--- config.mk ---
export PLATFORM = sky130hd
export DESIGN_NAME = averaged_distance_interlock_flat
export DESIGN_NICKNAME = d
export VERILOG_FILES = /design/src/hw/rtl/adi_pkg.sv /design/src/hw/rtl/adi_in_if.sv /design/src/hw/rtl/adi_out_if.sv /design/src/hw/rtl/adi_cell.sv /design/src/hw/rtl/adi_interlock.sv /design/src/hw/rtl/averaged_distance_interlock.sv /design/src/flat_wrapper.sv
export SDC_FILE = /design/constraint.sdc
export NUM_CORES = 1
export LEC_CHECK = 0
export BUFFER_PORTS_ARGS = -buffer_cell sky130_fd_sc_hd__buf_2
export CORE_MARGIN = 4
export CORE_UTILIZATION = 60
export DETAILED_ROUTE_END_ITERATION = 8
export PLACE_DENSITY = 0.78
export SLEW_MARGIN = 25
export SYNTH_ARGS = -nofsm -noshare
export SYNTH_HDL_FRONTEND = slang
export SYNTH_HIERARCHICAL = 1
export SYNTH_SLANG_ARGS = --single-unit
--- constraint.sdc ---
create_clock -name clk -period 6.4 [get_ports clk]
set_input_delay 0.32 -clock clk [delete_from_list [all_inputs] [get_ports clk]]
set_output_delay 0.32 -clock clk [all_outputs]
set_load 0.01 [all_outputs]
--- src/hw/rtl/adi_pkg.sv ---
// Shared widths, reset values and event codes for the averaged distance interlock.
package adi_pkg;

  localparam int DIST_W     = 16;
  localparam int CARD_W     = 16;
  localparam int TRANS_W    = 2;
  localparam int WINDOW_DEF = 5;

  localparam logic [DIST_W-1:0] THRESHOLD_RESET = DIST_W'(1000);

  localparam logic [TRANS_W-1:0] TR_NONE    = 2'd0;
  localparam logic [TRANS_W-1:0] TR_TRIP    = 2'd1;
  localparam logic [TRANS_W-1:0] TR_RESTORE = 2'd2;

  typedef struct packed {
    logic [DIST_W-1:0] avg;
    logic [CARD_W-1:0] card;
  } adi_item_t;

endpackage

--- src/hw/rtl/adi_in_if.sv ---
// Sample channel: raw distance and card ID with a valid/ready handshake.
interface adi_in_if;
  logic                      valid;
  logic                      ready;
  logic [adi_pkg::DIST_W-1:0] raw_distance;
  logic [adi_pkg::CARD_W-1:0] card_in;

  modport source (output valid, output raw_distance, output card_in, input ready);
  modport sink   (input valid, input raw_distance, input card_in, output ready);
endinterface

--- src/hw/rtl/adi_out_if.sv ---
// Result channel: average, stop state, latched card and transition event.
interface adi_out_if;
  logic                        valid;
  logic                        ready;
  logic [adi_pkg::DIST_W-1:0]  average_distance;
  logic                        stopped;
  logic [adi_pkg::CARD_W-1:0]  card_out;
  logic [adi_pkg::TRANS_W-1:0] transition;

  modport source (output valid, output average_distance, output stopped,
                  output card_out, output transition, input ready);
  modport sink   (input valid, input average_distance, input stopped,
                  input card_out, input transition, output ready);
endinterface

--- src/hw/rtl/adi_cell.sv ---
// One window cell: holds a sample and hands it to its neighbour on each transfer.
module adi_cell (
  input  logic                       clk,
  input  logic                       rst_n,
  input  logic                       shift_en,
  input  logic [adi_pkg::DIST_W-1:0] sample_in,
  output logic [adi_pkg::DIST_W-1:0] sample_out
);
  import adi_pkg::*;

  logic [DIST_W-1:0] sample_r;
  logic [DIST_W-1:0] sample_nxt;

  always_comb begin
    sample_nxt = shift_en ? sample_in : sample_r;
  end

  always_ff @(posedge clk) begin
    if (!rst_n) begin
      sample_r <= '0;
    end else begin
      sample_r <= sample_nxt;
    end
  end

  assign sample_out = sample_r;
endmodule

--- src/hw/rtl/adi_interlock.sv ---
// Interlock stage: stop latch, card latch and the output register.
module adi_interlock (
  input  logic                        clk,
  input  logic                        rst_n,
  input  logic                        load,
  input  adi_pkg::adi_item_t          item,
  input  logic [adi_pkg::DIST_W-1:0]  threshold,
  input  logic                        out_ready,
  output logic                        ready,
  output logic                        out_valid,
  output logic [adi_pkg::DIST_W-1:0]  average_distance,
  output logic                        stopped,
  output logic [adi_pkg::CARD_W-1:0]  card_out,
  output logic [adi_pkg::TRANS_W-1:0] transition
);
  import adi_pkg::*;

  logic               stop_r, stop_nxt;
  logic [CARD_W-1:0]  card_r, card_nxt;
  logic               valid_r, valid_nxt;
  logic [DIST_W-1:0]  avg_r;
  logic [TRANS_W-1:0] trans_r, trans_nxt;
  logic [CARD_W-1:0]  card_tmp;

  assign ready = !valid_r || out_ready;

  always_comb begin
    // a fresh card overwrites the latch before the interlock decision
    card_tmp  = (item.card != '0) ? item.card : card_r;
    stop_nxt  = stop_r;
    card_nxt  = card_tmp;
    trans_nxt = TR_NONE;
    if (item.avg < threshold) begin
      stop_nxt = 1'b1;
      if (!stop_r) begin
        trans_nxt = TR_TRIP;
      end
    end else begin
      stop_nxt = 1'b0;
      if (stop_r) begin
        card_nxt  = '0;
        trans_nxt = TR_RESTORE;
      end
    end
    if (load) begin
      valid_nxt = 1'b1;
    end else if (out_ready) begin
      valid_nxt = 1'b0;
    end else begin
      valid_nxt = valid_r;
    end
  end

  always_ff @(posedge clk) begin
    if (!rst_n) begin
      stop_r  <= 1'b0;
      card_r  <= '0;
      valid_r <= 1'b0;
    end else begin
      valid_r <= valid_nxt;
      if (load) begin
        stop_r <= stop_nxt;
        card_r <= card_nxt;
      end
    end
  end

  always_ff @(posedge clk) begin
    if (load) begin
      avg_r   <= item.avg;
      trans_r <= trans_nxt;
    end
  end

  assign out_valid        = valid_r;
  assign average_distance = avg_r;
  assign stopped          = stop_r;
  assign card_out         = card_r;
  assign transition       = trans_r;

  a_trip_sets_stop: assert property (@(posedge clk) disable iff (!rst_n)
    valid_r && trans_r == TR_TRIP |-> stop_r)
    else $error("trip event without stop latched");

  a_restore_clears: assert property (@(posedge clk) disable iff (!rst_n)
    valid_r && trans_r == TR_RESTORE |-> !stop_r && card_r == '0)
    else $error("restore event left stop or card latched");

  a_release_on_high: assert property (@(posedge clk) disable iff (!rst_n)
    load && !(item.avg < threshold) |=> !stop_r)
    else $error("stop still latched after average at or above threshold");
endmodule

--- src/hw/rtl/averaged_distance_interlock.sv ---
// Top level of the averaged distance interlock: cell chain, running sum, divide, interlock.
// Throughput: one sample per cycle when the output is not back-pressured; the stages are the
// running-sum register, the reciprocal multiply register and the interlock output register.
// Reset (rst_n low, synchronous): window cells and sum cleared, stop released,
// latched card cleared, stop threshold set to 1000, pipeline emptied.
module averaged_distance_interlock #(
  parameter int WINDOW = adi_pkg::WINDOW_DEF
) (
  input  logic                       clk,
  input  logic                       rst_n,
  adi_in_if.sink                     in_ch,
  adi_out_if.source                  out_ch,
  input  logic                       cfg_we,
  input  logic [adi_pkg::DIST_W-1:0] cfg_wdata
);
  import adi_pkg::*;

  localparam int SUM_W   = DIST_W + $clog2(WINDOW);
  localparam int SHIFT_W = SUM_W + $clog2(WINDOW);
  localparam int M_W     = SHIFT_W + 1;
  localparam int P_W     = SUM_W + M_W;
  // ceil(2^SHIFT_W / WINDOW): exact truncating quotient for every window sum
  localparam logic [M_W-1:0] RECIP =
    M_W'(((64'd1 << SHIFT_W) + 64'(WINDOW) - 64'd1) / 64'(WINDOW));

  logic [DIST_W-1:0] thr_r;
  logic              accept;
  logic              ready_a, ready_b, ready_c;
  logic              v_a_r, v_a_nxt;
  logic              v_b_r;
  logic [SUM_W-1:0]  sum_r, sum_nxt;
  logic [CARD_W-1:0] card_a_r, card_b_r;
  logic [P_W-1:0]    prod_r;
  adi_item_t         item_c;
  logic [DIST_W-1:0] chain [WINDOW+1];

  assign accept  = in_ch.valid && ready_a;
  assign ready_b = !v_b_r || ready_c;
  assign ready_a = !v_a_r || ready_b;
  assign in_ch.ready = ready_a;

  // the row of cells: each transfer pushes the new sample in and the oldest out
  assign chain[0] = in_ch.raw_distance;
  for (genvar k = 0; k < WINDOW; k++) begin : g_cell
    adi_cell u_cell (
      .clk        (clk),
      .rst_n      (rst_n),
      .shift_en   (accept),
      .sample_in  (chain[k]),
      .sample_out (chain[k+1])
    );
  end

  always_comb begin
    sum_nxt = sum_r + SUM_W'(in_ch.raw_distance) - SUM_W'(chain[WINDOW]);
    if (accept) begin
      v_a_nxt = 1'b1;
    end else if (ready_b) begin
      v_a_nxt = 1'b0;
    end else begin
      v_a_nxt = v_a_r;
    end
  end

  always_ff @(posedge clk) begin
    if (!rst_n) begin
      thr_r <= THRESHOLD_RESET;
      sum_r <= '0;
      v_a_r <= 1'b0;
      v_b_r <= 1'b0;
    end else begin
      if (cfg_we) begin
        thr_r <= cfg_wdata;
      end
      if (accept) begin
        sum_r <= sum_nxt;
      end
      v_a_r <= v_a_nxt;
      if (ready_b) begin
        v_b_r <= v_a_r;
      end
    end
  end

  always_ff @(posedge clk) begin
    if (accept) begin
      card_a_r <= in_ch.card_in;
    end
    if (ready_b && v_a_r) begin
      prod_r   <= P_W'(sum_r) * P_W'(RECIP);
      card_b_r <= card_a_r;
    end
  end

  assign item_c.avg  = prod_r[SHIFT_W +: DIST_W];
  assign item_c.card = card_b_r;

  adi_interlock u_interlock (
    .clk              (clk),
    .rst_n            (rst_n),
    .load             (v_b_r && ready_c),
    .item             (item_c),
    .threshold        (thr_r),
    .out_ready        (out_ch.ready),
    .ready            (ready_c),
    .out_valid        (out_ch.valid),
    .average_distance (out_ch.average_distance),
    .stopped          (out_ch.stopped),
    .card_out         (out_ch.card_out),
    .transition       (out_ch.transition)
  );

  a_accept_fills_a: assert property (@(posedge clk) disable iff (!rst_n)
    accept |=> v_a_r)
    else $error("transferred sample not held in first stage");

  a_hold_sum: assert property (@(posedge clk) disable iff (!rst_n)
    !accept |=> $stable(sum_r))
    else $error("window sum changed without a transfer");

  a_stage_b_moves: assert property (@(posedge clk) disable iff (!rst_n)
    v_b_r && ready_c |=> out_ch.valid)
    else $error("result lost between multiply and output stage");
endmodule

--- src/flat_wrapper.sv ---
// flat-port wrapper written by rule: the top's interface ports become plain ports
module averaged_distance_interlock_flat import adi_pkg::*;
#(
  parameter int WINDOW = adi_pkg::WINDOW_DEF
)
  (clk, rst_n, cfg_we, cfg_wdata, in_ch_valid, in_ch_raw_distance, in_ch_card_in, in_ch_ready, out_ch_valid, out_ch_average_distance, out_ch_stopped, out_ch_card_out, out_ch_transition, out_ch_ready);
  adi_in_if in_ch_i ();
  adi_out_if out_ch_i ();
  input  logic clk;
  input  logic rst_n;
  input  logic cfg_we;
  input  logic [adi_pkg::DIST_W-1:0] cfg_wdata;
  input wire logic [$bits(in_ch_i.valid)-1:0] in_ch_valid;
  input wire logic [$bits(in_ch_i.raw_distance)-1:0] in_ch_raw_distance;
  input wire logic [$bits(in_ch_i.card_in)-1:0] in_ch_card_in;
  output wire logic [$bits(in_ch_i.ready)-1:0] in_ch_ready;
  output wire logic [$bits(out_ch_i.valid)-1:0] out_ch_valid;
  output wire logic [$bits(out_ch_i.average_distance)-1:0] out_ch_average_distance;
  output wire logic [$bits(out_ch_i.stopped)-1:0] out_ch_stopped;
  output wire logic [$bits(out_ch_i.card_out)-1:0] out_ch_card_out;
  output wire logic [$bits(out_ch_i.transition)-1:0] out_ch_transition;
  input wire logic [$bits(out_ch_i.ready)-1:0] out_ch_ready;
  assign in_ch_i.valid = in_ch_valid;
  assign in_ch_i.raw_distance = in_ch_raw_distance;
  assign in_ch_i.card_in = in_ch_card_in;
  assign in_ch_ready = in_ch_i.ready;
  assign out_ch_valid = out_ch_i.valid;
  assign out_ch_average_distance = out_ch_i.average_distance;
  assign out_ch_stopped = out_ch_i.stopped;
  assign out_ch_card_out = out_ch_i.card_out;
  assign out_ch_transition = out_ch_i.transition;
  assign out_ch_i.ready = out_ch_ready;
  averaged_distance_interlock #(.WINDOW(WINDOW)) u_core (.clk(clk), .rst_n(rst_n), .in_ch(in_ch_i), .out_ch(out_ch_i), .cfg_we(cfg_we), .cfg_wdata(cfg_wdata));
endmodule
=== After elaboration in Yosys (flattened, before gate mapping) ===
Index checks and enable logic that the tools add are counted.

* Add/subtract/negate cells: 2
* $mul: 1
* Div/mod/pow operators: 0
* Order comparisons: 1
* Equality and inequality tests: 0
* Shift-type cells: 0
* Multiplexer cells: 11
* Bitwise operators: 0
* Reduce and logical (&&, ||, !) cells: 12

{| class="wikitable"
|+ Operators with widths
! cell !! number
|-
| 2-to-1 mux 16 bit || 3
|-
| multiplier 19 x 20 -> 38 bit, second input constant || 1
|-
| adder 19 x 16 -> 19 bit || 1
|-
| subtractor 19 x 16 -> 19 bit || 1
|-
| < comparator 16 bit || 1
|-
| nonzero test 16 bit || 1
|-
| 2-to-1 mux 1 bit || 6
|-
| 2-to-1 mux 2 bit || 2
|-
| nonzero test 2 bit || 2
|-
| logical AND 1 bit || 3
|-
| zero test 1 bit || 3
|-
| logical OR 1 bit || 3
|}

* Register bits: 223
* Bits in latches: 0
* RAM bits: 0
* Bits in read-only memories: 0
* Output and inout bits: 37
* Memories: 0

=== Longest topological paths before layout ===
* Word-level depth: 6
* Mapped depth: 22
* Mapped depth without buffers: 22

=== Modules after synthesis ===
Netlist, hierarchy kept.

{| class="wikitable"
|+ By module, submodules not included
! module !! instances !! cells each !! area an instance (um2)
|-
| averaged_distance_interlock || 1 || 952 || 9,527.9
|-
| adi_cell || 5 || 51 || 615.6
|-
| adi_interlock || 1 || 127 || 1,649.1
|}

=== Worst setup path after synthesis ===
OpenSTA, ideal clock, no wires.

* Path type: flip-flop to flip-flop
* From: register u_core.sum_r[17]
* To: register u_core.prod_r[35] (data pin)
* Library setup time: 0.135 ns
* Arrival: 5.291 ns
* Required time: 6.265 ns
* Setup slack: 0.974 ns
* Cell stages (with the launch flop): 20
* Path buffers: 0
* Path through: dfxtp_1 -> inv_1 -> ha_1 -> inv_1 -> ha_1 -> xor2_1 -> fa_1 -> fa_1 -> fa_1 -> inv_1 -> fa_1 -> inv_1 -> ha_1 -> and3_1 -> a221oi_2 -> nand3_2 -> o21ai_2 -> a31oi_4 -> or4_1 -> nand3_1

* Cells in the longest elaborated chain, start to end: 1

{| class="wikitable"
|+ RTL lines
! element !! line !! text
|-
| start, declared || averaged_distance_interlock.sv:31 || <nowiki>logic [SUM_W-1:0] sum_r, sum_nxt;</nowiki>
|-
| start signal, assigned || averaged_distance_interlock.sv:76 || <nowiki>sum_r <= sum_nxt;</nowiki>
|-
| multiplier 19 x 20 -> 38 bit || averaged_distance_interlock.sv:90 || <nowiki>prod_r <= P_W'(sum_r) * P_W'(RECIP);</nowiki>
|-
| end signal, assigned || averaged_distance_interlock.sv:90 ||
|-
| end, declared || averaged_distance_interlock.sv:33 || <nowiki>logic [P_W-1:0] prod_r;</nowiki>
|}

Every way passes these cells.
A chain may end at the register's enable or synchronous reset.

=== Worst setup path in the final report ===
Same ends and word-level chain as after synthesis.

==> results.md <==
- The initial DRC count is 544.
- The achievable frequency is 0.1690 GHz.
- The peak fanout along the critical path is 5.
- For met2 alone, demand over resource in global routing was 37.96%.
- The synthesized netlist occupies a cell area of 14250 µm².
- After clock tree synthesis, the repair step resized 0 gates.
- In the global route stage, met1 resource usage came out at 28.95%.
- A synthesized cell averages 10.69 µm².
- The flow ran to the end, and the final reports show no timing, DRC or antenna violations.
- Max-cap violations in this run came to 0.
- The global-route total usage across every layer is 21.87%.
- The total placed instance area is 14880 µm².
- The multi-input logic area is 8250 µm².
- The sort of element at the end of the critical path is a flip-flop.
- Measured against its own limit, the worst slew margin works out to 34.44%.
- The tree is rooted in a sky130_fd_sc_hd__clkbuf_16.
- The number of nets with antenna violations after detailed routing is 0.
- The worst register-to-register path has a depth of 19.
- For this configuration, the core starts out at a cell density of 60.91%.
- For the worst setup path, the data required time is 6780 ps.
- The post-route netlist has 11.96% of its cells at a drive strength greater than 1.
- The worst setup slack for register-to-register paths is 480 ps.
- The number of nets in the layout is 1773.
- The setup slack of the critical path after layout is 483.4 ps.
- Yosys mapped a number of flops with a built-in enable equal to 66.
- The total half-perimeter wirelength after legalization and detailed placement is 21920 µm.
- Global routing consumed, on the met3 layer, 3.172% of the routing resources.
- Fill cells in the final layout number 1847.
- The startpoint of the most critical register-to-register path is u_core/sum_r[17].
- The most frequent cell after synthesis is sky130_fd_sc_hd__inv_1.
- The terminus of the critical flop-to-flop path is u_core/prod_r[35].
- The most critical setup path has its startpoint at u_core/sum_r[17].
- The area used by sequential logic in the layout is 4684 µm².
- The die height is 162.1 µm.
- After detailed routing, the number of vias per cell comes to 5.220.
- In this run the number of H-tree levels came out at 1.
- The DRC violations left is 0.
- The final route contains 9266 vias.
- The number of cells produced by synthesis is 1334.
- The total routed wirelength is 28310 µm.
- The number of nets handed over by synthesis was 1669.
- Sorting the synthesized cells by area gives the leading types as sky130_fd_sc_hd__dfxtp_1 19%, sky130_fd_sc_hd__fa_1 16%, sky130_fd_sc_hd__ha_1 15%.
- The wire length of the first global-routing pass is 47170 µm.
- In this run the most used layer during global routing was met2.
- After synthesis, flip-flops and latches occupy 32.86% of the total area.
- The signal arrival time at the worst endpoint is 6300 ps.
- The horizontal die dimension is 162.1 µm.
- The post-synthesis cell type with the largest combined area is sky130_fd_sc_hd__dfxtp_1.
- The end-of-flow core utilization is 67.49%.
- The dominant synthesized flop cell is sky130_fd_sc_hd__dfxtp_1.
- The remaining global-route overflow is 0.
- Routability-driven placement finished with a final weighted congestion of 0.9371.
- The worst path needs 5917 ps of the cycle, external delays included.
- The sum of negative setup slack is 0 ps.
- The launching element type of the critical path is a flip-flop.
- The first TritonRoute pass finished after 7 iterations.
- After synthesis, the netlist uses 68 different library cells.
- The final worst clock skew is 13.34 ps.
- By count the netlist is led by 282 x sky130_fd_sc_hd__inv_1, 168 x sky130_fd_sc_hd__ha_1, 135 x sky130_fd_sc_hd__dfxtp_1, 114 x sky130_fd_sc_hd__fa_1.
- The die covers 26290 µm².
- Input and output buffers added on the ports amount to 89.
- The origin of the worst min-delay path is cfg_wdata[9].
- For this run, asynchronously set or reset flops after synthesis account for 0%.
- For the pin with the worst max-slew slack, the measured transition is 983.4 ps.
- The Yosys step of the flow raised 6 warnings.
- In this run, synthesis produced a sequential element count of 201.
- The worst slack after detailed placement is 511.5 ps.
- In this run the biggest area consumer among cell types represents 18.96% of the synthesized area.
- The total number of placement rows is 56.
- The class of the worst hold path is input pin to flip-flop.
- The number of I/O pins is 90.
- The clock latency at the later pin of the worst-skew pair is 520 ps.
- The routed length per placed instance is 15.95 µm.
- The final period utilization is 92.45%.
- The floorplan step defined a core boundary enclosing 23400 µm².
- From synthesis to final layout, the design area changed by 10.80%.
- Setup repair after global routing left no endpoint under its margin.
- The count of endpoints failing hold in the final timing report is 0.
- CTS saw 201 sinks.
- The largest net degree at the start of global routing is 71.
- The most critical setup path has its endpoint at u_core/prod_r[35].
- The final setup violation count is 0.
- The number of buffers created by CTS is 23.
- The number of antenna violations at the first check in global routing is 1.
- The longest clock path from root to sink contains 3 buffers.
- After clock tree synthesis, the clock-pin slew on the worst setup and hold paths is 70 ps.
- The final count of pins violating max slew is 0.
- The via count of the first global-routing pass came to 9636.
- TritonCTS built the clock tree.
- The finished cells cover 15790 µm².
- The class of the most critical setup path is flip-flop to flip-flop.
-- cell usage in the layout (no fill, tap or decap), drive strengths merged, types with 3 or more instances in the layout --
cell type    instances
nand3               21
edfxtp              66
nor2b               97
and3                 8
nand2b               7
o211ai               4
a31oi                8
inv                287
buf                 94
xor2                13
clkbuf              27
fa                 114
o31ai                7
o21ai               27
or2                  5
o21a                 8
dfxtp              135
a21boi               6
a32o                16
nand4                9
mux2i               97
and2                 9
a21o                22
nor4                 5
ha                 168
nor2                16
a21oi               43
a221oi               3
a211oi               5
nand2               49
dlygate4sd3         16
clkinv               8
nor3                 9
xnor2               21
-- critical path: stages, from the launching register on --
cell                       delay [ps]
sky130_fd_sc_hd__dfxtp_1          390
sky130_fd_sc_hd__inv_1            100
sky130_fd_sc_hd__ha_1             320
sky130_fd_sc_hd__inv_1             50
sky130_fd_sc_hd__ha_1             340
sky130_fd_sc_hd__xor2_1           450
sky130_fd_sc_hd__fa_1             550
sky130_fd_sc_hd__fa_1             520
sky130_fd_sc_hd__fa_1             550
sky130_fd_sc_hd__inv_1             60
sky130_fd_sc_hd__fa_1             540
sky130_fd_sc_hd__inv_1             50
sky130_fd_sc_hd__ha_1             360
sky130_fd_sc_hd__and3_1           260
sky130_fd_sc_hd__a221oi_2         250
sky130_fd_sc_hd__nand3_2          130
sky130_fd_sc_hd__o21ai_2          240
sky130_fd_sc_hd__a31oi_4          130
sky130_fd_sc_hd__or4_1            420
sky130_fd_sc_hd__nand3_1           90
-- cell type report --
| class | count | area share, % |
|---|---|---|
| multi-input combinational | 819 | 52.24 |
| sequential | 201 | 29.66 |
| inverter | 283 | 6.742 |
| timing repair buffer | 110 | 4.088 |
| clock buffer | 27 | 3.866 |
| tap | 319 | 2.527 |
| clock inverter | 15 | 0.8635 |
| antenna | 1 | 0.01584 |
-- sequential cells by signal, indices dropped and copies added (netlist names) --
register and cells:
u_core/g_cell.u_cell/sample_out 80, u_core/thr_r 16, u_core/u_interlock/card_out 16, u_core/card_a_r 16, u_core/card_b_r 16, u_core/u_interlock/average_distance 16, u_core/u_interlock/stopped 1, u_core/prod_r 16
u_core/u_interlock/transition 2, u_core/v_b_r 1, u_core/v_a_r 1, u_core/sum_r 19, u_core/u_interlock/out_valid 1
-- what timing repair did --
action                                 CTS  global route
endpoints found under the hold margin   16             0
hold buffers                            16             0
buffers inserted                         0             0
-- per-stage QoR --
step | instances | hold WS [ps]
5_1_grt | 1775 | 31.77
4_1_cts | 1774 | 6.586
3_3_place_gp | 1716 | 402.4
6_report | 1775 | 23.69
2_1_floorplan | 1334 | 400.3
3_5_place_dp | 1716 | 405.4
-- worst min-delay path by stage --
| stage | endpoint | depth (start not counted) |
|---|---|---|
| after floorplan | u_core/card_b_r[0] | 0 |
| after global placement | u_core/card_b_r[10] | 0 |
| after detailed placement | u_core/card_b_r[4] | 0 |
| after CTS | u_core/thr_r[9] | 3 |
| after global routing | u_core/thr_r[9] | 3 |
| final | u_core/thr_r[9] | 3 |
-- logic make-up after synthesis --
kind of cell | synth area share, %
DFF | 32.86
AOI/OAI and AO/OA | 8.611
xor gates and xnor gates | 2.089
muxes | 6.811
buffers and inverters | 9.278
and+or+nand+nor | 9.594
adders and majority gates | 30.76
-- layer usage --
metal	up-vias	part of all wire (%)	routed length (µm)
met5	-	0	0
met4	0	2.3	663
met3	41	4.2	1183
met2	179	50	14140
met1	4436	44	12320
li1	4610	-	-
Power is not shown: default switching activity piles up to over one toggle a cycle in this logic, so the estimate is an artifact.
